<file path="src/hdl/dosf_pkg.sv">
// dosf_pkg: shared constants and types of the drop-oldest sample fifo
// no dependencies; imported by every module of the block except dosf_ram
package dosf_pkg;

    // sample store geometry
    localparam int FIFO_DEPTH = 1024;
    localparam int ADDR_W     = $clog2(FIFO_DEPTH);
    localparam int PTR_W      = $clog2(2 * FIFO_DEPTH);

    // word field widths
    localparam int WORD_W  = 32;
    localparam int FILL_W  = 11;
    localparam int COUNT_W = 32;

    // result bus packing, zero-filled to whole bytes
    localparam int M_FIELDS_W = WORD_W + 2 + FILL_W + 4 * COUNT_W;
    localparam int M_TDATA_W  = ((M_FIELDS_W + 7) / 8) * 8;

    // queue between front and back
    localparam int QUEUE_DEPTH = 4;
    localparam int QA_W        = $clog2(QUEUE_DEPTH);
    localparam int QC_W        = $clog2(QUEUE_DEPTH + 1);

    // operation codes carried on tuser
    typedef enum logic {
        OP_PUSH = 1'b0,
        OP_POP  = 1'b1
    } op_t;

    // classified word handed from front to back
    typedef struct packed {
        logic [WORD_W-1:0] word;
        op_t               op;
        logic              last;
        logic              dropped;
        logic              starved;
        logic [FILL_W-1:0] fill;
    } q_entry_t;

endpackage

</file>
<file path="src/hdl/dosf_queue.sv">
// dosf_queue: short queue of classified words between front and back
// depends on dosf_pkg
module dosf_queue (
    input  logic               aclk,
    input  logic               aresetn,
    input  logic               wr_valid,
    input  dosf_pkg::q_entry_t wr_entry,
    input  logic               rd_take,
    output logic               rd_valid,
    output dosf_pkg::q_entry_t rd_entry,
    output logic               room
);
    import dosf_pkg::*;

    q_entry_t        slot_reg [QUEUE_DEPTH];
    logic [QA_W-1:0] wr_ptr_reg, rd_ptr_reg;
    logic [QC_W-1:0] count_reg;

    function automatic logic [QA_W-1:0] qptr_inc(input logic [QA_W-1:0] p);
        return (p == QA_W'(QUEUE_DEPTH - 1)) ? '0 : p + 1'b1;
    endfunction

    // room for one more word plus the one in flight in the front stage
    assign room     = count_reg <= QC_W'(QUEUE_DEPTH - 2);
    assign rd_valid = count_reg != '0;
    assign rd_entry = slot_reg[rd_ptr_reg];

    // queue pointers and occupancy
    always_ff @(posedge aclk) begin
        if (!aresetn) begin
            wr_ptr_reg <= '0;
            rd_ptr_reg <= '0;
            count_reg  <= '0;
        end else begin
            if (wr_valid) begin
                wr_ptr_reg <= qptr_inc(wr_ptr_reg);
            end
            if (rd_take) begin
                rd_ptr_reg <= qptr_inc(rd_ptr_reg);
            end
            if (wr_valid && !rd_take) begin
                count_reg <= count_reg + 1'b1;
            end else if (!wr_valid && rd_take) begin
                count_reg <= count_reg - 1'b1;
            end
        end
        if (wr_valid) begin
            slot_reg[wr_ptr_reg] <= wr_entry;
        end
    end

endmodule

</file>
<file path="config.mk">
export PLATFORM = sky130hd
export DESIGN_NAME = dosf_queue
export DESIGN_NICKNAME = d
export VERILOG_FILES = /design/src/hdl/dosf_pkg.sv /design/src/hdl/dosf_queue.sv
export SDC_FILE = /design/constraint.sdc
export NUM_CORES = 1
export LEC_CHECK = 0
export ABC_AREA = 1
export CORE_ASPECT_RATIO = 1.2
export CORE_MARGIN = 10
export CORE_UTILIZATION = 57
export CTS_CLUSTER_SIZE = 16
export DETAILED_ROUTE_END_ITERATION = 16
export DONT_BUFFER_PORTS = 1
export HOLD_SLACK_MARGIN = 0.12
export PLACE_DENSITY = 0.75
export SLEW_MARGIN = 20
export SYNTH_ARGS = -nofsm -noshare
export SYNTH_HDL_FRONTEND = slang
export SYNTH_SLANG_ARGS = --single-unit
</file>
<file path="constraint.sdc">
create_clock -name aclk -period 1.93 [get_ports aclk]
set_clock_uncertainty 0.05 [all_clocks]
set_input_delay 0.0965 -clock aclk [delete_from_list [all_inputs] [get_ports aclk]]
set_output_delay 0.0965 -clock aclk [all_outputs]
set_load 0.02 [all_outputs]
</file>
# --- Yosys cells after proc, flatten, opt, wreduce, memory -nomap -nowiden ---
# Memory sizes are Yosys's and may differ from the RTL's. A register that Yosys moved wholly into a read port is not among the register bits.
# Index checks and enable logic that the tools add are counted.
word_totals:
  input_bits: 51
  wordCells: 25
  ramBits: 188
  output_inout_bits: 49
  register_bits: 7
  n_memories: 1
mem_list:
  columns: ["memory", "depth", "word_bits", "rd", "rd_ports_with_merged_regs", "wr", "line", "text"]
  rows:
  - ["slot_reg", 4, 47, 1, 1, 1, "dosf_queue.sv:15", "q_entry_t slot_reg [QUEUE_DEPTH];"]
classes:
  n_reduce_logical: 6
  n_mux: 8
  n_eq_ne: 2
  add_sub_neg: 4
  order_cmp: 1
op_table:
  columns: ["cell", "count"]
  rows:
  - ["$mux W2", 4]
  - ["$mux W3", 2]
  - ["$add A2 B1 Y2 const B", 2]
  - ["$eq A2 B2 Y1 const B", 2]
  - ["$add A3 B1 Y3 const B", 1]
  - ["$le A3 B2 Y1 const B", 1]
  - ["$reduce_bool A3 Y1", 1]
  - ["$sub A3 B1 Y3 const B", 1]
  - ["$logic_and A1 B1 Y1", 2]
  - ["$logic_not A1 Y1", 2]
  - ["$mux W1", 2]
  - ["$reduce_bool A2 Y1", 1]

# --- Depth between registers and ports, before layout ---
# Gate-level depths: netlist of the first run.
logic_depth:
  ltp_word: 4
  mapped_depth: 10
  mapped_depth_nobuf: 10

# --- Worst setup path before layout of the first run ---
# Ideal clock, no wire load.
synth_path:
  path_type: "register -> register"
  from: "register wr_ptr_reg[0]"
  to: "memory slot_reg[3][0] (netlist bit) (enable)"
  required_time_ns: 1.479
  period_less_slack_ns: 1.961
  setup_ns: 0.401
  arrival_time_ns: 1.510
  setup_slack_ns: -0.031
  path_buffers: 0
  stages_incl_launch_ff: 4
  path_cell_list: "dfxtp_1 > ha_1 > nand2_1 > inv_1"
synth_rtl:
  columns: ["item", "line", "text"]
  rows:
  - ["from (decl)", "dosf_queue.sv:16", "logic [QA_W-1:0] wr_ptr_reg, rd_ptr_reg;"]
  - ["from (signal assigned)", "dosf_queue.sv:36", "wr_ptr_reg <= qptr_inc(wr_ptr_reg);"]
  - ["to (decl)", "dosf_queue.sv:15", null]
# No word-level cell before the write port.

# --- Final worst setup path of the first run ---
layout_path:
  from: "register count_reg[0]"
  to: "register count_reg[2]"
layout_via:
  elab_chain_cells: 3
  elab_cells_between_ends: 4
  cone_classes: "add/sub (2); mux (2)"
layout_rtl:
  columns: ["item", "line", "text"]
  rows:
  - ["from (decl)", "dosf_queue.sv:17", "logic [QC_W-1:0] count_reg;"]
  - ["from (signal assigned)", "dosf_queue.sv:42", "count_reg <= count_reg + 1'b1;"]
  - ["from (signal assigned)", "dosf_queue.sv:44", "count_reg <= count_reg - 1'b1;"]
  - ["$sub A3 B1 Y3", "dosf_queue.sv:44", null]
  - ["$mux W3", "dosf_queue.sv:43", "end else if (!wr_valid && rd_take) begin"]
  - ["$mux W3 (*)", "dosf_queue.sv:41", "if (wr_valid && !rd_take) begin"]
# Mark *: on every way between the ends. The rest lies on a longest branch, timed or not. The select of a mux whose other input is x is not followed.
# A chain may end at the register's enable or synchronous reset.

==> results of run 1 <==
## synth_stat cells
master / number / area share [%]
a21oi_1: 5 / 0.32
o21ai_0: 85 / 5.4
fa_1: 1 / 0.26
buf_4: 1 / 0.096
dfxtp_1: 9 / 2.3
inv_2: 1 / 0.048
o22ai_1: 20 / 1.6
clkbuf_1: 12 / 0.57
buf_6: 4 / 0.57
nor2_1: 75 / 3.6
inv_4: 1 / 0.080
nand4_1: 1 / 0.080
edfxtp_1: 188 / 72
nor2_4: 27 / 3.9
nand3_1: 1 / 0.064
buf_2: 9 / 0.57
buf_12: 4 / 1.0
nor3_1: 2 / 0.13
nand2_1: 9 / 0.43
o21ai_2: 3 / 0.34
o21ai_1: 10 / 0.64
inv_1: 14 / 0.67
o22ai_2: 27 / 4.3
ha_1: 6 / 0.96
## power groups by stage
stage / sequential, mW / clock (mW) / combinational (mW)
2_1_floorplan: 5.02 / 0 / 0.764
3_3_place_gp: 5.02 / 0 / 1.06
3_5_place_dp: 5.03 / 0 / 1.08
4_1_cts: 4.93 / 3.48 / 1.22
5_1_grt: 4.95 / 3.68 / 1.31
6_report: 4.94 / 3.41 / 1.20
## final cells by class
type,instances,area (um2)
inverter,16,80.1
clock buffer,21,460
multi-input combinational,272,1730
fill,841,3940
timing repair buffer,96,981
clock inverter,11,126
sequential,197,5830
tap,168,210
## metal layers
| layer | vias to the layer above | part of all wire, % | wire (um) | global-route usage (%) |
|---|---|---|---|---|
| met3 | 27 | 6.3 | 959 | 4.80 |
| li1 | 2087 | - | - | - |
| met1 | 2197 | 37 | 5660 | 17.8 |
| met2 | 161 | 55 | 8420 | 29.8 |
| met5 | - | 0 | 0 | 0 |
| met4 | 0 | 1.9 | 285 | 6.84 |
## worst max-delay path by stage
| stage | start | to | slack (ns) |
|---|---|---|---|
| floorplan | wr_ptr_reg[0]$_SDFFE_PN0P_ | slot_reg[0][0]$_DFFE_PP_ | 0.11 |
| global placement | wr_ptr_reg[0]$_SDFFE_PN0P_ | slot_reg[0][3]$_DFFE_PP_ | 0.46 |
| detailed placement | wr_ptr_reg[0]$_SDFFE_PN0P_ | slot_reg[0][3]$_DFFE_PP_ | 0.43 |
| CTS | wr_valid | count_reg[2]$_SDFFE_PN0P_ | 0.001 |
| global route | count_reg[1]$_SDFFE_PN0P_ | count_reg[2]$_SDFFE_PN0P_ | -0.005 |
| finish | count_reg[0]$_SDFFE_PN0P_ | count_reg[2]$_SDFFE_PN0P_ | 0.08 |
## per-stage QoR
| stage | instance area (um2) | instances | power (mW) | utilization [%] | setup WS, ns |
|---|---|---|---|---|---|
| final | 9420 | 781 | 9.55 | 70.5 | 0.0845 |
| after global routing | 9420 | 781 | 9.93 | 70.5 | -0.00510 |
| after CTS | 9400 | 781 | 9.63 | 70.4 | 0.00120 |
| after detailed placement | 8260 | 694 | 6.11 | 61.9 | 0.432 |
| after global placement | 8260 | 694 | 6.08 | 61.9 | 0.456 |
| after floorplan | 7850 | 515 | 5.78 | - | 0.106 |
## cells by family after synthesis
| logic type | count (synthesis) | synth area share (%) |
|---|---|---|
| AND/OR/NAND/NOR | 115 | 8.17 |
| buffers and inverters | 46 | 3.64 |
| flip-flops | 197 | 74.3 |
| AO/OA/AOI/OAI | 150 | 12.6 |
| adder cells (fa/ha/maj) | 7 | 1.21 |
## worst max-delay path: cells and delay by family (launching register included)
family	cells	cell delay, ns
buffers and inverters	2	0.65
adders and majority gates	1	0.44
and+or+nand+nor	4	0.30
DFF	1	0.35
## what timing repair did
| item | CTS | global route |
|---|---|---|
| hold buffers | 55 | 0 |
| resized for setup | 0 | 7 |
| endpoints found under the setup margin | 0 | 15 |
| hold endpoints to repair | 197 | 0 |
==> metrics.log, run 1 <==
[metrics] status: complete, no violations
[metrics] net switching power of the design: 2.26 mW
[metrics] Endpoint, Worst Hold: wr_ptr_reg[1]$_SDFFE_PN0P_
[metrics] via count of the first global-routing pass: 4,694
[metrics] Skew-Pair Late Insertion Delay: 0.41 ns
[metrics] relative slew slack: 68.2%
[metrics] Syn Area/Cell: 15.2 um2
[metrics] total DRC errors in the routed layout: 0
[metrics] most used cells in the layout excluding fill and tap cells: edfxtp_1 (188), o21ai_0 (85), nor2_1 (75)
[metrics] Rows: 46
[metrics] buffer levels on the longest clock path: 2
[metrics] switching part of the total: 23.6%
[metrics] critical path data arrival time: 2.16 ns
[metrics] Syn-to-layout area delta: 20.2%
[metrics] total inserted antenna cells: 0
[metrics] number of max-slew violations in the final report: 0
[metrics] crit end category: register
[metrics] sinks on the clock net: 197
[metrics] post-synthesis cell type count: 24
[metrics] net count reported at finish: 658
[metrics] Hold/Removal Path Class: primary input to register
[metrics] cell-internal power: 7.29 mW
[metrics] VDD IR max: 0.000746 V
[metrics] Worst-path clk slew: 0.07 ns
[metrics] area of the mapped netlist: 0.00784 mm2
[metrics] most common cell after layout, fill and taps aside: edfxtp_1
[metrics] Sequential Power Share: 51.7%
[metrics] full die area: 0.0189 mm2
[metrics] min cycle time layout: 1.85 ns
[metrics] number of detailed-route iterations in the first pass: 5
[metrics] Largest register FFs: 188
[metrics] placer's final routability congestion estimate: 0.717
[metrics] core footprint: 0.0134 mm2
[metrics] delay contributed by the slowest stage of the critical path: 0.56 ns
[metrics] highest-delay cell along the critical path: dlygate4sd3_1
[metrics] worst hold margin: 0.118 ns
[metrics] initial antenna violation count: 0
[metrics] y dimension of the die: 148 um
[metrics] IO Port Bufs: 0
[metrics] number of buffers added for setup after CTS: 0
[metrics] share of final-layout standard cells stronger than drive strength 1: 22.5%
[metrics] remaining antenna violation count: 0
[metrics] hold_sp: wr_valid
[metrics] cells along the critical path: fa_1 -> inv_1 -> nand2_1 -> nand4_1 -> nand2_1 -> dlygate4sd3_1 -> nor2_1
[metrics] startpoint of the worst register-to-register path: count_reg[0]$_SDFFE_PN0P_
[metrics] Yosys warnings: 0
[metrics] relative contribution of the clock network to total power: 35.7%
[metrics] category of the critical setup timing path: register to register
[metrics] H-tree level count: 4
[metrics] GRT Total Usage: 16.6%
[metrics] CTS tree: done
[metrics] sum of net half-perimeters after detailed placement: 9260 um
[metrics] Leakage: 3.19 nW
[metrics] Setup Total Neg Slack: 0 ns
[metrics] power density over cell area: 1010 mW/mm2
[metrics] 1st-iter DRT viols: 317
[metrics] total of endpoints with negative setup slack in the final report: 0
[metrics] Vias per Instance: 5.73
[metrics] reg2reg path depth: 7
[metrics] share of total power in combinational logic: 12.6%
[metrics] sequential-to-total area share from yosys stat: 74.3%
[metrics] Max Clock Freq: 0.542 GHz
[metrics] Max Fanout on Critical Path: 5
[metrics] #FFs+latches synth: 197
[metrics] number of maximum-capacitance violations: 0
[metrics] initial cell density of the core: 58.7%
[metrics] overflow left after global routing: 0
[metrics] worst r2r dst: count_reg[2]$_SDFFE_PN0P_
[metrics] largest net degree at the start of global routing: 59
[metrics] Register-to-Register Setup Slack: 0.08 ns
[metrics] first-pass GRT wire length: 24,400 um
[metrics] net count of the mapped netlist: 573
[metrics] number of failing hold endpoints at the final stage: 0
[metrics] Critical Path Source Type: register
[metrics] transition time at the pin with the least slew margin: 0.478 ns
[metrics] part of the cycle the worst path needs: 95.6%
[metrics] number of buffers created by CTS: 17
[metrics] vias after detailed routing: 4,472
[metrics] cell depth of the worst hold path: 3
[metrics] Critical Path RT: 2.24 ns
[metrics] final routed wire length divided by cell count: 19.6 um
[metrics] die span in x: 127 um
[metrics] Crit path top cell by count: nand2_1
[metrics] number of top-level pins: 100
[metrics] clock root cell: clkbuf_16
[metrics] post-detailed-routing wire length: 15,300 um
[metrics] Cells after Synth: 515
(Power assumes the default switching activity.)
==> run 2: changes to the inputs <==
- CORE_UTILIZATION: 57 -> 60
- PLACE_DENSITY: 0.75 -> 0.76
- clock period: 1.93 -> 2.1 ns (I/O delays scaled with it)
==> run 2 against run 1 <==
- wire length rose by 3.4%
- register-to-register slack better by 0.21 ns
- sequential share of layout area up 1.0 points
- hold slack improved by 0.019 ns
- non-clock buffer count fell by 5
- via count shrank 0.49%
- clock-buffer cell count decreased by 1
- flip-flop and latch count did not move
- setup slack improved by 0.0087 ns
- critical path depth increased by 3
- critical endpoint unchanged
- die area is 4.3% lower
- critical path type is now primary input to register
- final cell count is 1.2% lower
==> metrics.log, run 2 (synthesis results as in run 1) <==
[metrics] VDD IR max: 0.000657 V
[metrics] GRT Total Usage: 17.3%
[metrics] power density over cell area: 926 mW/mm2
[metrics] part of the cycle the worst path needs: 95.6%
[metrics] Worst Setup SP: rd_take
[metrics] startpoint of the worst register-to-register path: count_reg[0]$_SDFFE_PN0P_
[metrics] buffer levels on the longest clock path: 2
[metrics] min cycle time layout: 2.01 ns
[metrics] Register-to-Register Setup Slack: 0.29 ns
[metrics] Rows: 45
[metrics] number of buffers created by CTS: 17
[metrics] worst setup slack before clock tree synthesis: 0.489 ns
[metrics] number of max-slew violations in the final report: 0
[metrics] Largest register FFs: 188
[metrics] remaining antenna violation count: 0
[metrics] Leakage: 3.14 nW
[metrics] first-pass GRT wire length: 24,800 um
[metrics] Endpoint, Worst Hold: slot_reg[1][7]$_DFFE_PP_
[metrics] die span in x: 124 um
[metrics] net count reported at finish: 653
[metrics] number of detailed-route iterations in the first pass: 5
[metrics] final routed wire length divided by cell count: 20.5 um
[metrics] final instance area: 0.00926 mm2
[metrics] worst r2r dst: count_reg[2]$_SDFFE_PN0P_
[metrics] cell depth of the worst hold path: 3
[metrics] total inserted antenna cells: 0
[metrics] placer's final routability congestion estimate: 0.781
[metrics] via count of the first global-routing pass: 4,536
[metrics] status: complete, no violations
[metrics] critical path data arrival time: 2.28 ns
[metrics] CTS tree: done
[metrics] clock root cell: clkbuf_16
[metrics] IO Port Bufs: 0
[metrics] largest net degree at the start of global routing: 95
[metrics] transition time at the pin with the least slew margin: 0.477 ns
[metrics] category of the critical setup timing path: primary input to register
[metrics] share of final-layout standard cells stronger than drive strength 1: 21.9%
[metrics] 1st-iter DRT viols: 376
[metrics] number of maximum-capacitance violations: 0
[metrics] crit end category: register
[metrics] number of fillers in the final layout: 805
[metrics] Setup Total Neg Slack: 0 ns
[metrics] total DRC errors in the routed layout: 0
[metrics] overflow left after global routing: 0
[metrics] vias after detailed routing: 4,450
[metrics] Worst-path clk slew: 0.07 ns
[metrics] Critical Path Source Type: primary input
[metrics] area of placed instances: 0.00819 mm2
[metrics] Vias per Instance: 5.76
[metrics] hold_sp: wr_valid
[metrics] initial antenna violation count: 0
[metrics] total of endpoints with negative setup slack in the final report: 0
[metrics] y dimension of the die: 145 um
[metrics] initial cell density of the core: 61.6%
[metrics] Overall Power: 8.57 mW
[metrics] sum of net half-perimeters after detailed placement: 9400 um
[metrics] reg2reg path depth: 6
[metrics] unrepaired setup endpoints after global routing: no
[metrics] Max Fanout on Critical Path: 4
[metrics] most common cell after layout, fill and taps aside: edfxtp_1
[metrics] sinks on the clock net: 197
[metrics] relative slew slack: 68.3%
[metrics] most used cells in the layout excluding fill and tap cells: edfxtp_1 (188), o21ai_0 (85), nor2_1 (75)
[metrics] number of failing hold endpoints at the final stage: 0
[metrics] H-tree level count: 4
[metrics] number of top-level pins: 100
[metrics] core footprint: 0.0127 mm2
[metrics] Syn-to-layout area delta: 18.2%
[metrics] full die area: 0.0181 mm2
[metrics] Max Clock Freq: 0.498 GHz
[metrics] Critical Path RT: 2.37 ns
[metrics] Hold/Removal Path Class: primary input to register
[metrics] worst hold margin: 0.137 ns
[metrics] Skew-Pair Late Insertion Delay: 0.42 ns
[metrics] post-detailed-routing wire length: 15,900 um
[metrics] setup ws final: 0.0932 ns
run 2: what timing repair did:
action	4_1_cts	5_1_grt
endpoints found under the setup margin	0	7
gates resized for setup	0	2
hold buffers	52	0
buffers inserted	0	0
endpoints found under the hold margin	260	0
run 2: worst max-delay path by stage:
stage,end,slack (ns),cells after the start
final,count_reg[2]$_SDFFE_PN0P_,0.09,10
after global placement,slot_reg[2][44]$_DFFE_PP_,0.54,5
after floorplan,slot_reg[3][0]$_DFFE_PP_,0.14,3
after detailed placement,rd_entry[21],0.49,4
after global routing,rd_entry[11],0.006,5
after CTS,rd_entry[9],0.02,4
run 2: stage by stage:
stage,instances,utilization (%)
after floorplan,515,-
after global routing,772,72.8
after CTS,772,72.7
final,772,72.8
after detailed placement,688,64.4
after global placement,688,64.4
run 2: area by class of cell:
| cell class | count | area, um2 | share of cell area [%] |
|---|---|---|---|
| sequential | 197 | 5830 | 62.9 |
| clock inverter | 12 | 108 | 1.16 |
| tap | 164 | 205 | 2.22 |
| clock buffer | 20 | 437 | 4.72 |
| inverter | 16 | 65.1 | 0.703 |
| timing repair buffer | 91 | 892 | 9.63 |
| multi-input combinational | 272 | 1730 | 18.6 |
run 2: report_power, final:
part / switching, mW / internal [mW]
sequential: 0.0598 / 4.48
clock: 1.32 / 1.63
combinational: 0.709 / 0.369
total: 2.09 / 6.49
run 2: worst max-delay path, cell delays in order:
cell,delay (ns)
dlygate4sd3_1,0.56
inv_1,0.13
ha_1,0.18
inv_1,0.07
fa_1,0.38
nand2_1,0.11
nand4_1,0.10
nand2_1,0.07
dlygate4sd3_1,0.54
nor2_1,0.04
run 2: per-layer routing:
layer / track usage, % / part of all wire (%) / routed length [um] / vias to the layer above
met4: 5.83 / 1.2 / 183 / 0
met2: 29.5 / 53 / 8420 / 118
li1: - / - / - / 2076
met1: 20.2 / 40 / 6420 / 2241
met5: 0 / 0 / 0 / -
met3: 5.24 / 5.2 / 830 / 15
