--- config.mk ---
export PLATFORM = sky130hd
export DESIGN_NAME = dosf_back
export DESIGN_NICKNAME = d
export VERILOG_FILES = /design/src/hdl/dosf_pkg.sv /design/src/hdl/dosf_back.sv
export SDC_FILE = /design/constraint.sdc
export NUM_CORES = 1
export LEC_CHECK = 0
export BUFFER_PORTS_ARGS = -buffer_cell sky130_fd_sc_hd__buf_2
export CORE_ASPECT_RATIO = 2
export CORE_MARGIN = 10
export CORE_UTILIZATION = 39
export DETAILED_ROUTE_END_ITERATION = 6
export PLACE_DENSITY_LB_ADDON = 0.05
export SYNTH_ARGS = -nofsm -noshare
export SYNTH_HDL_FRONTEND = slang
export SYNTH_SLANG_ARGS = --single-unit
--- constraint.sdc ---
create_clock -name aclk -period 6.9 [get_ports aclk]
set_input_delay 1.38 -clock aclk [delete_from_list [all_inputs] [get_ports aclk]]
set_output_delay 1.38 -clock aclk [all_outputs]
set_load 0.01 [all_outputs]
--- src/hdl/dosf_pkg.sv ---
// dosf_pkg: shared constants and types of the drop-oldest sample fifo
// no dependencies; imported by every module of the block except dosf_ram
package dosf_pkg;

    // sample store geometry
    localparam int FIFO_DEPTH = 1024;
    localparam int ADDR_W     = $clog2(FIFO_DEPTH);
    localparam int PTR_W      = $clog2(2 * FIFO_DEPTH);

    // word field widths
    localparam int WORD_W  = 32;
    localparam int FILL_W  = 11;
    localparam int COUNT_W = 32;

    // result bus packing, zero-filled to whole bytes
    localparam int M_FIELDS_W = WORD_W + 2 + FILL_W + 4 * COUNT_W;
    localparam int M_TDATA_W  = ((M_FIELDS_W + 7) / 8) * 8;

    // queue between front and back
    localparam int QUEUE_DEPTH = 4;
    localparam int QA_W        = $clog2(QUEUE_DEPTH);
    localparam int QC_W        = $clog2(QUEUE_DEPTH + 1);

    // operation codes carried on tuser
    typedef enum logic {
        OP_PUSH = 1'b0,
        OP_POP  = 1'b1
    } op_t;

    // classified word handed from front to back
    typedef struct packed {
        logic [WORD_W-1:0] word;
        op_t               op;
        logic              last;
        logic              dropped;
        logic              starved;
        logic [FILL_W-1:0] fill;
    } q_entry_t;

endpackage

--- src/hdl/dosf_back.sv ---
// dosf_back: chunk and frame counters, result register toward the master side
// depends on dosf_pkg
module dosf_back (
    input  logic                             aclk,
    input  logic                             aresetn,
    input  logic                             q_valid,
    input  dosf_pkg::q_entry_t               q_entry,
    output logic                             q_take,
    output logic                             m_valid,
    input  logic                             m_ready,
    output logic [dosf_pkg::M_TDATA_W-1:0]   m_data
);
    import dosf_pkg::*;

    logic [COUNT_W-1:0] push_pend_reg, push_pend_next;
    logic [COUNT_W-1:0] drop_pend_reg, drop_pend_next;
    logic [COUNT_W-1:0] pop_pend_reg, pop_pend_next;
    logic [COUNT_W-1:0] starve_pend_reg, starve_pend_next;
    logic [COUNT_W-1:0] captured_reg, captured_next;
    logic [COUNT_W-1:0] played_reg, played_next;
    logic [COUNT_W-1:0] dropped_reg, dropped_next;
    logic [COUNT_W-1:0] starved_reg, starved_next;
    logic               m_valid_reg;
    q_entry_t           res_reg;

    assign q_take = q_valid && (!m_valid_reg || m_ready);

    // per-chunk word counts, halved into the frame counters at chunk end
    always_comb begin
        push_pend_next   = push_pend_reg;
        drop_pend_next   = drop_pend_reg;
        pop_pend_next    = pop_pend_reg;
        starve_pend_next = starve_pend_reg;
        captured_next    = captured_reg;
        played_next      = played_reg;
        dropped_next     = dropped_reg;
        starved_next     = starved_reg;
        case (q_entry.op)
            OP_PUSH: begin
                push_pend_next = push_pend_reg + 1'b1;
                drop_pend_next = drop_pend_reg + COUNT_W'(q_entry.dropped);
                if (q_entry.last) begin
                    captured_next  = captured_reg + (push_pend_next >> 1);
                    dropped_next   = dropped_reg + (drop_pend_next >> 1);
                    push_pend_next = '0;
                    drop_pend_next = '0;
                end
            end
            OP_POP: begin
                pop_pend_next    = pop_pend_reg + 1'b1;
                starve_pend_next = starve_pend_reg + COUNT_W'(q_entry.starved);
                if (q_entry.last) begin
                    played_next      = played_reg + (pop_pend_next >> 1);
                    starved_next     = starved_reg + (starve_pend_next >> 1);
                    pop_pend_next    = '0;
                    starve_pend_next = '0;
                end
            end
            default: begin
                push_pend_next = push_pend_reg;
            end
        endcase
    end

    // counters and result register
    always_ff @(posedge aclk) begin
        if (!aresetn) begin
            push_pend_reg   <= '0;
            drop_pend_reg   <= '0;
            pop_pend_reg    <= '0;
            starve_pend_reg <= '0;
            captured_reg    <= '0;
            played_reg      <= '0;
            dropped_reg     <= '0;
            starved_reg     <= '0;
            m_valid_reg     <= 1'b0;
        end else begin
            if (q_take) begin
                push_pend_reg   <= push_pend_next;
                drop_pend_reg   <= drop_pend_next;
                pop_pend_reg    <= pop_pend_next;
                starve_pend_reg <= starve_pend_next;
                captured_reg    <= captured_next;
                played_reg      <= played_next;
                dropped_reg     <= dropped_next;
                starved_reg     <= starved_next;
                m_valid_reg     <= 1'b1;
            end else if (m_ready) begin
                m_valid_reg <= 1'b0;
            end
        end
        if (q_take) begin
            res_reg <= q_entry;
        end
    end

    assign m_valid = m_valid_reg;
    assign m_data  = M_TDATA_W'({starved_reg, dropped_reg, played_reg, captured_reg,
                                 res_reg.fill, res_reg.starved, res_reg.dropped,
                                 res_reg.word});

endmodule

# --- Word level (Yosys, flattened, before mapping) ---
# Cells that the tools add are included.
totals:
  regBits: 302
  mem_bits_ro: 0
  mem_count: 0
  out_inout_bits: 178
  ramBits: 0
  latch_bits: 0
op_classes:
  n_shift: 0
  n_reduce_logical: 8
  muxes: 6
  div_mod_pow: 0
  addsub: 8
  n_lt_le_gt_ge: 0
  n_mul: 0
  n_bitwise: 1
  n_eq_ne: 0
op_table:
  columns: ["op", "count"]
  rows:
  - ["32-bit by 31-bit adder with 32-bit output", 4]
  - ["32-bit 2-to-1 mux", 4]
  - ["32-bit by 1-bit adder with 32-bit output", 2]
  - ["32-bit by 1-bit adder with 32-bit output, second input constant", 2]
  - ["3-bit AND reduction", 2]
  - ["2-bit AND reduction", 2]
  - ["1-bit 2-to-1 mux", 2]
  - ["2-bit nonzero test", 1]
  - ["1-bit logical AND", 1]
  - ["1-bit logical NOT", 1]
  - ["1-bit logical OR", 1]
  - ["1-bit inverter", 1]

# --- Logic depth before layout (Yosys ltp) ---
# Gate-level depths: netlist (run 1).
logic_depth:
  ltp_word: 4
  ltp_mapped: 19
  depth_no_buf: 18

# --- Worst setup path after synthesis (run 1) ---
# OpenSTA, ideal clock, no wires.
synth_timing:
  path_type: "input -> register"
  startpoint: "input port q_entry[11] (netlist bit)"
  endpoint: "register starved_reg[28]"
  arrival_time_ns: 4.683
  setup_ns: 0.086
  required_time_ns: 6.814
  slack_ns: 2.132
  path_stages: 19
  path_cell_list: "ha_1 -> ha_1 -> nand4_1 -> nor2_1 -> nand3_1 -> nor3_1 -> nand3_1 -> xnor2_1 -> ha_1 -> clkbuf_1 -> a21o_1 -> a21o_1 -> a21oi_1 -> or4_1 -> o21ai_0 -> a21oi_1 -> a21oi_1 -> xnor2_1 -> a211oi_1"
synth_between:
  elab_chain_cells: 2
synth_rtl:
  columns: ["item", "line_no", "rtl"]
  rows:
  - ["start, declared", "dosf_back.sv:7", "input dosf_pkg::q_entry_t q_entry,"]
  - ["32-bit by 1-bit adder with 32-bit output", "dosf_back.sv:51", "starve_pend_next = starve_pend_reg + COUNT_W'(q_entry.starved);"]
  - ["32-bit by 31-bit adder with 32-bit output", "dosf_back.sv:54", "starved_next = starved_reg + (starve_pend_next >> 1);"]
  - ["end signal, assigned", "dosf_back.sv:86", "starved_reg <= starved_next;"]
  - ["end, declared", "dosf_back.sv:22", "logic [COUNT_W-1:0] starved_reg, starved_next;"]
# Every way passes these cells.
# A chain may end at the register's enable or synchronous reset.

# --- Worst setup path in the final report (run 1) ---
layout_timing:
  startpoint: "input port q_entry[11] (netlist bit)"
  endpoint: "register starved_reg[29]"
# Same word-level chain as after synthesis.

==> impl_metrics.ini, run 1 <==
[status]
status = completed

[clocking]
clkSlewWorstSetupHoldPaths_ns = 0.06
cts_buffers = 31
cts_root_buf = clkbuf_16
cts_hold_buf = 0
tritoncts = built
cts_resized = 0
post-cts-setup-buffers = 0
clock_latency_ns = 0.59
clock_sinks = 302
htreeDepth = 1
clock_path_buffers = 3

[synthesis]
synth_seq_cells = 302
synthesis.area_mm2 = 0.0195
synth_ff_type = dfxtp_1
synth_edf_count = 45
synth_compound_gate_area_share = 0.222
synth_simple_gate_area_frac = 0.221
synthCells = 2424
synth_top_family_by_area = compound AO/OA/AOI/OAI gates
muxShareOfSynthArea = 0.00617
synth_async_sr_flop_share = 0
ys_seq_area_frac = 0.334
synth_xor_area_frac = 0.0941
synth_area_per_cell_um2 = 8.03
yosys.cell_types.count = 85
yosys.area_share.adder = 0.0903
synth_warnings = 0

[power_and_ir_drop]
p_clk_frac = 0.488
power.share.switching = 0.240
power.total_uw = 3920
cellPowerDensity_mw_per_mm2 = 177
intPower_uw = 2980
vdd_drop_max_v = 0.000196
comb_power_share = 0.049
power_frac_seq = 0.463
p_sw_uw = 940
p_leak_uw = 0.00976

[timing]
worstMarginPinSlew_ns = 0.915
hold_viol = 0
period_needed_ns = 5.19
rsz0062_at_grt = no
timing_max_transition_violations_final = 0
max_slew_margin = 0.390
max_clock_freq_mhz = 193
setup_tns_ns = 0
fin_worst_skew_ns = 0.0168
setup_viol = 0
post-route-period-util = 0.753

[grt]
grt_pass1_vias = 18100
gr-total-overflow = 0
track_usage = 0.197
antenna_found_initial = 0
grt_pass1_wl_mm = 95.8
grt_max_degree = 90

[placed_design]
gp_congestion = 0.913
place_area_mm2 = 0.0211
numPlacedInstances = 3193
port_buffers = 225
place_hpwl_mm = 44.5

[drt]
routedWlPerCell_um = 18.7
vias_per_cell = 5.57
vias = 18100
drc = 0
dr.first_iter.drc_count = 878
drt-pass1-iter-count = 4
wirelength_mm = 60.9
ant_nets = 0

[critical_path]
critical_path_required_ns = 7.35
critPathCaptureType = flip-flop
crit_fanout = 6
worstSetupPathType = in2reg
cp-start-kind = input port
arrival_ns = 5.64

[finish]
drive_above_1_share = 0.131
largest_register_ffs = 45
fillCellCount = 4979
nNetsFinal = 2772
stdcell_count = 3250
synthToLayoutAreaGrowth_pct = 14.1
stdcell_area_mm2 = 0.0222
num_antenna_cells = 0
mostFrequentLayoutCells = 307 x nand2_1, 257 x dfxtp_1, 255 x a21oi_1
final_common_cell = nand2_1

[floorplan]
dieArea_mm2 = 0.0598
core_area_mm2 = 0.0494
die_y_um = 336
die_w_um = 178
start_util = 0.394
ios = 229
rows = 115

[min_path]
hp-class = reg2reg

[flow_run]
max-cap-violations = 0
[worst max-delay path, stage by stage]
cell and delay [ns]:
buf_2 0.15, ha_1 0.16, ha_1 0.22, nand4_1 0.14
nor2_1 0.31, nand3_1 0.25, nor3_1 0.43, nand3_1 0.22
nor2_1 0.23, xnor2_1 0.10, ha_1 0.38, and3_1 0.20
o2111ai_1 0.14, a21oi_1 0.42, o2111ai_1 0.22, nor4bb_1 0.20
o31ai_1 0.26, xnor2_1 0.15, o21ai_0 0.08
[cells by family (layout without fill, tap and decap cells)]
family                   count (synthesis)  in the layout
AND/OR/NAND/NOR                        907            907
AO/OA/AOI/OAI                          703            703
flip-flops                             302            302
XOR/XNOR                               209            209
buffers and inverters                  152            333
adder cells (fa/ha/maj)                138            138
multiplexers                            12             12
other                                    1              3
[power groups by stage]
stage / logic (µW) / registers [µW] / clock network (µW)
after CTS: 198 / 1820 / 1980
final: 193 / 1820 / 1910
after detailed placement: 197 / 1860 / 0
after floorplan: 100 / 1870 / 0
after global placement: 196 / 1860 / 0
after global routing: 213 / 1820 / 2040
[area by class of cell]
type,instances,area [µm²],area share
clock inverter,25,350,0.0158
inverter,29,114,0.00513
timing repair buffer,247,1290,0.0582
tap,643,805,0.0362
clock buffer,32,779,0.0351
sequential,302,6500,0.293
multi-input combinational,1972,12400,0.557
[path summary, 6_finish.rpt]
kind | start | to | slack (ns) | depth (start not counted)
worst max-delay path | q_entry[11] | starved_reg[29]$_SDFFE_PN0P_ | 1.71 | 19
worst max register to register | starve_pend_reg[0]$_SDFFE_PN0P_ | starved_reg[29]$_SDFFE_PN0P_ | 2.30 | 18
worst min register to register | starve_pend_reg[20]$_SDFFE_PN0P_ | starve_pend_reg[20]$_SDFFE_PN0P_ | 0.45 | 2
worst min-delay path | starve_pend_reg[20]$_SDFFE_PN0P_ | starve_pend_reg[20]$_SDFFE_PN0P_ | 0.45 | 2
[cells in the mapped netlist, types with 15 or more instances]
cell type    n  area, µm²
a31oi_1     26        163
dfxtp_1    257       5140
a22oi_1     52        390
a211oi_1    29        218
nor3_1      34        170
ha_1       134       1680
xnor2_1    115       1010
and3_1      59        369
nand4_1     28        175
nand2_1    309       1160
nor2_1     217        815
clkbuf_1    98        368
nand2b_1    17        106
o21a_1      19        143
edfxtp_1    45       1350
o21ai_0    153        766
nand3_1    119        596
a21oi_1    255       1280
a21o_1      69        518
o21bai_1    15        113
or3_1       37        231
xor2_1      94        823
inv_1       28        105
and2_1      15       93.8
[per-layer routing]
metal  GRT usage  vias up  part of all wire
li1            -     9049                 -
met1       0.201     8599              0.38
met2       0.388      367              0.54
met3      0.0320       86             0.051
met4      0.0629        0             0.028
met5           0        -                 0
[metrics by stage]
stage / hold slack, ns / worst slack [ns] / util
4_1_cts: 0.458 / 1.79 / 0.450
6_report: 0.454 / 1.71 / 0.450
2_1_floorplan: 0.432 / 2.13 / -
3_3_place_gp: 0.438 / 1.26 / 0.427
5_1_grt: 0.484 / 1.36 / 0.450
3_5_place_dp: 0.448 / 1.15 / 0.427
No activity file was read; power rests on OpenSTA's default activity.
==> run 2: changes to the inputs <==
- ABC_AREA: not set -> 1
- clock period: 6.9 -> 4.55 ns (I/O delays scaled with it)
==> run 2 against run 1 <==
  * The flow now finishes with violations (DRC)
  * Setup slack got worse by 0.62 ns
  * Non-clock buffer count decreased by 6
  * Clock power increased by 65%
  * Via count increased by 32%
  * Clock skew increased by 0.0086 ns
  * Global-route usage increased by 2.5 points
  * Utilization decreased by 0.24 points
  * Total power increased by 68%
  * Flip-flop and latch count unchanged
  * Final area increased by 21%
  * Synthesized cell count increased by 64%
  * Final cell count increased by 53%
  * Critical path type is now reg2reg
  * Largest cell class unchanged
==> impl_metrics.ini, run 2 <==
[status]
status = finished with violations
violations = DRC

[timing]
hold_viol = 0
max_clock_freq_mhz = 289
holdWs_ns = 0.466
post-route-period-util = 0.761
rsz0062_at_grt = no
timing_max_transition_violations_final = 0
period_needed_ns = 3.46
max_slew_margin = 0.273
setup_tns_ns = 0
fin_worst_skew_ns = 0.0254
worstMarginPinSlew_ns = 1.09
setup_viol = 0

[finish]
final_common_cell = nand2_1
largest_register_ffs = 45
fillCellCount = 6780
synthToLayoutAreaGrowth_pct = 13.3
num_antenna_cells = 0
mostFrequentLayoutCells = 1427 x nand2_1, 701 x inv_1, 399 x nor2_1
drive_above_1_share = 0.0878
multi_input_area_mm2 = 0.0142
nNetsFinal = 4365
final-seq-area_mm2 = 0.00650

[placed_design]
gp_congestion = 0.954
place_hpwl_mm = 65.6
port_buffers = 225

[clocking]
clock_sinks = 302
cts_resized = 0
cts_root_buf = clkbuf_16
clock_path_buffers = 3
cts_buffers = 34
htreeDepth = 2
clock_latency_ns = 0.56
clkSlewWorstSetupHoldPaths_ns = 0.07
post-cts-setup-buffers = 0
cts_hold_buf = 0
tritoncts = built

[synthesis]
ys_top_cells_by_area = nand2_1 23%, dfxtp_1 22%, inv_1 11%, ha_1 7.1%, nor2_1 6.3%
synth_top_family_by_area = simple AND/OR/NAND/NOR gates
synth_ff_type = dfxtp_1
yosys.area_share.adder = 0.0741
synth_async_sr_flop_share = 0
synth_xor_area_frac = 0.0467
synthesis.area_mm2 = 0.0237
synth_edf_count = 45
synth_warnings = 0
synthCells = 3981
synth_compound_gate_area_share = 0.0872
muxShareOfSynthArea = 0
yosysMostFrequentCell = nand2_1
synth_top_area_frac = 0.226
ys_seq_area_frac = 0.274
synth_seq_cells = 302
synth_commonest_cells = 1427 x nand2_1, 703 x inv_1, 400 x nor2_1
synth_area_per_cell_um2 = 5.96
synth_simple_gate_area_frac = 0.388
synth_top_cell_by_area = nand2_1
yosys.cell_types.count = 43

[critical_path]
reg2reg_from = pop_pend_reg[0]$_SDFFE_PN0P_
r2r_setup_slack_ns = 1.09
r2r_cells = 18
cp-startpoint = pop_pend_reg[0]$_SDFFE_PN0P_
cp-start-kind = flip-flop
crit_slowest_cell = nor2_1
crit_fanout = 6
arrival_ns = 3.95
critical_path_required_ns = 5.04
crit_top_cell = nand2_1
worstPathCellList = buf_4 -> ha_1 -> nand3_1 -> nor2_1 -> xnor2_1 -> inv_1 -> ha_1 -> nand2_1 -> nor2_1 -> and2_1 -> nand2_1 -> nand2_1 -> nand2_1 -> nand2_1 -> nand2_1 -> nand2_1 -> nand2_1 -> nor2_1
r2r-end = played_reg[31]$_SDFFE_PN0P_
critPathCaptureType = flip-flop
critPathCapture = played_reg[31]$_SDFFE_PN0P_
worstSetupPathType = reg2reg
critPathMaxStageDelay_ns = 0.40

[power_and_ir_drop]
cellPowerDensity_mw_per_mm2 = 245
p_leak_uw = 0.0146
vdd_drop_max_v = 0.000242

[drt]
dr.first_iter.drc_count = 850
wirelength_mm = 81.3
vias = 23900
ant_nets = 0
routedWlPerCell_um = 16.3
drt-pass1-iter-count = 7
vias_per_cell = 4.80
drc = 5

[grt]
grt_max_degree = 103
grt_pass1_vias = 24000
grt_pass1_wl_mm = 128
gr-total-overflow = 0
antenna_found_initial = 0
track_usage = 0.222

[floorplan]
ios = 229
die_w_um = 194
die_y_um = 369
start_util = 0.395
dieArea_mm2 = 0.0717
rows = 127
core_area_mm2 = 0.0601

[min_path]
hp-class = reg2reg

[flow_run]
max-cap-violations = 0
run 2: cell types whose count changed after synthesis, moves of 29 or more:
| cell | previous run | this run |
|---|---|---|
| or3_1 | 37 | 0 |
| a211oi_1 | 29 | 0 |
| nor2_1 | 217 | 400 |
| o21ai_0 | 153 | 75 |
| nand2_1 | 309 | 1427 |
| nand3_1 | 119 | 240 |
| inv_1 | 28 | 703 |
| and3_1 | 59 | 3 |
| buf_2 | 2 | 34 |
| a22oi_1 | 52 | 7 |
| a21oi_1 | 255 | 216 |
| clkbuf_1 | 98 | 39 |
| a21o_1 | 69 | 10 |
| xnor2_1 | 115 | 24 |
run 2: area by class of cell:
type | count | area share
Tap cell | 774 | 0.0360
Multi-Input combinational cell | 2877 | 0.527
Timing Repair Buffer | 241 | 0.0483
Clock buffer | 42 | 0.0355
Inverter | 720 | 0.101
Clock inverter | 19 | 0.0106
Sequential cell | 302 | 0.242
run 2: kinds of logic after synthesis:
logic type | Yosys count
AOI/OAI and AO/OA | 375
xor gates and xnor gates | 123
adders and majority gates | 138
buffers and inverters | 804
DFF | 302
other | 1
and+or+nand+nor | 2238
run 2: layer usage:
metal,up-vias,GRT usage,wire length [µm]
met5,-,0,0
met4,0,0.107,4000
met3,161,0.0267,2940
met2,504,0.438,43900
met1,10600,0.221,30500
li1,12600,-,-
run 2: worst min path at each step:
stage,startpoint,endpoint,slack [ns],depth (start not counted)
2_1_floorplan,pop_pend_reg[7]$_SDFFE_PN0P_,pop_pend_reg[7]$_SDFFE_PN0P_,0.45,2
3_5_place_dp,pop_pend_reg[7]$_SDFFE_PN0P_,pop_pend_reg[7]$_SDFFE_PN0P_,0.46,2
4_1_cts,pop_pend_reg[7]$_SDFFE_PN0P_,pop_pend_reg[7]$_SDFFE_PN0P_,0.47,2
3_3_place_gp,pop_pend_reg[7]$_SDFFE_PN0P_,pop_pend_reg[7]$_SDFFE_PN0P_,0.45,2
5_1_grt,pop_pend_reg[7]$_SDFFE_PN0P_,pop_pend_reg[7]$_SDFFE_PN0P_,0.49,2
6_report,pop_pend_reg[7]$_SDFFE_PN0P_,pop_pend_reg[7]$_SDFFE_PN0P_,0.47,2
run 2: power breakdown:
group / switching [µW] / total (µW) / internal (µW) / leakage [µW]
sequential: 65.0 / 2860 / 2790 / 0.00252
clock: 1260 / 3160 / 1900 / 0.000611
combinational: 366 / 558 / 192 / 0.0115
total: 1690 / 6570 / 4880 / 0.0146
run 2: worst max-delay path, delay by kind of cell, from the launching register on:
family	cells	cell delay, ns
simple gates	13	2.02
fa+ha+maj	2	0.66
flops	1	0.30
buf+inv	2	0.24
xor+xnor	1	0.17
run 2: through the flow:
step           cell area, µm²  utilization  instances  setup slack (ns)  power, µW
2_1_floorplan           23700            -       3983              1.28       3250
3_3_place_gp            25600        0.427       4914             0.627       3490
3_5_place_dp            25600        0.427       4914             0.621       3490
4_1_cts                 26900        0.447       4975              1.05       6690
5_1_grt                 26900        0.447       4975             0.814       6840
6_report                26900        0.447       4975              1.09       6570
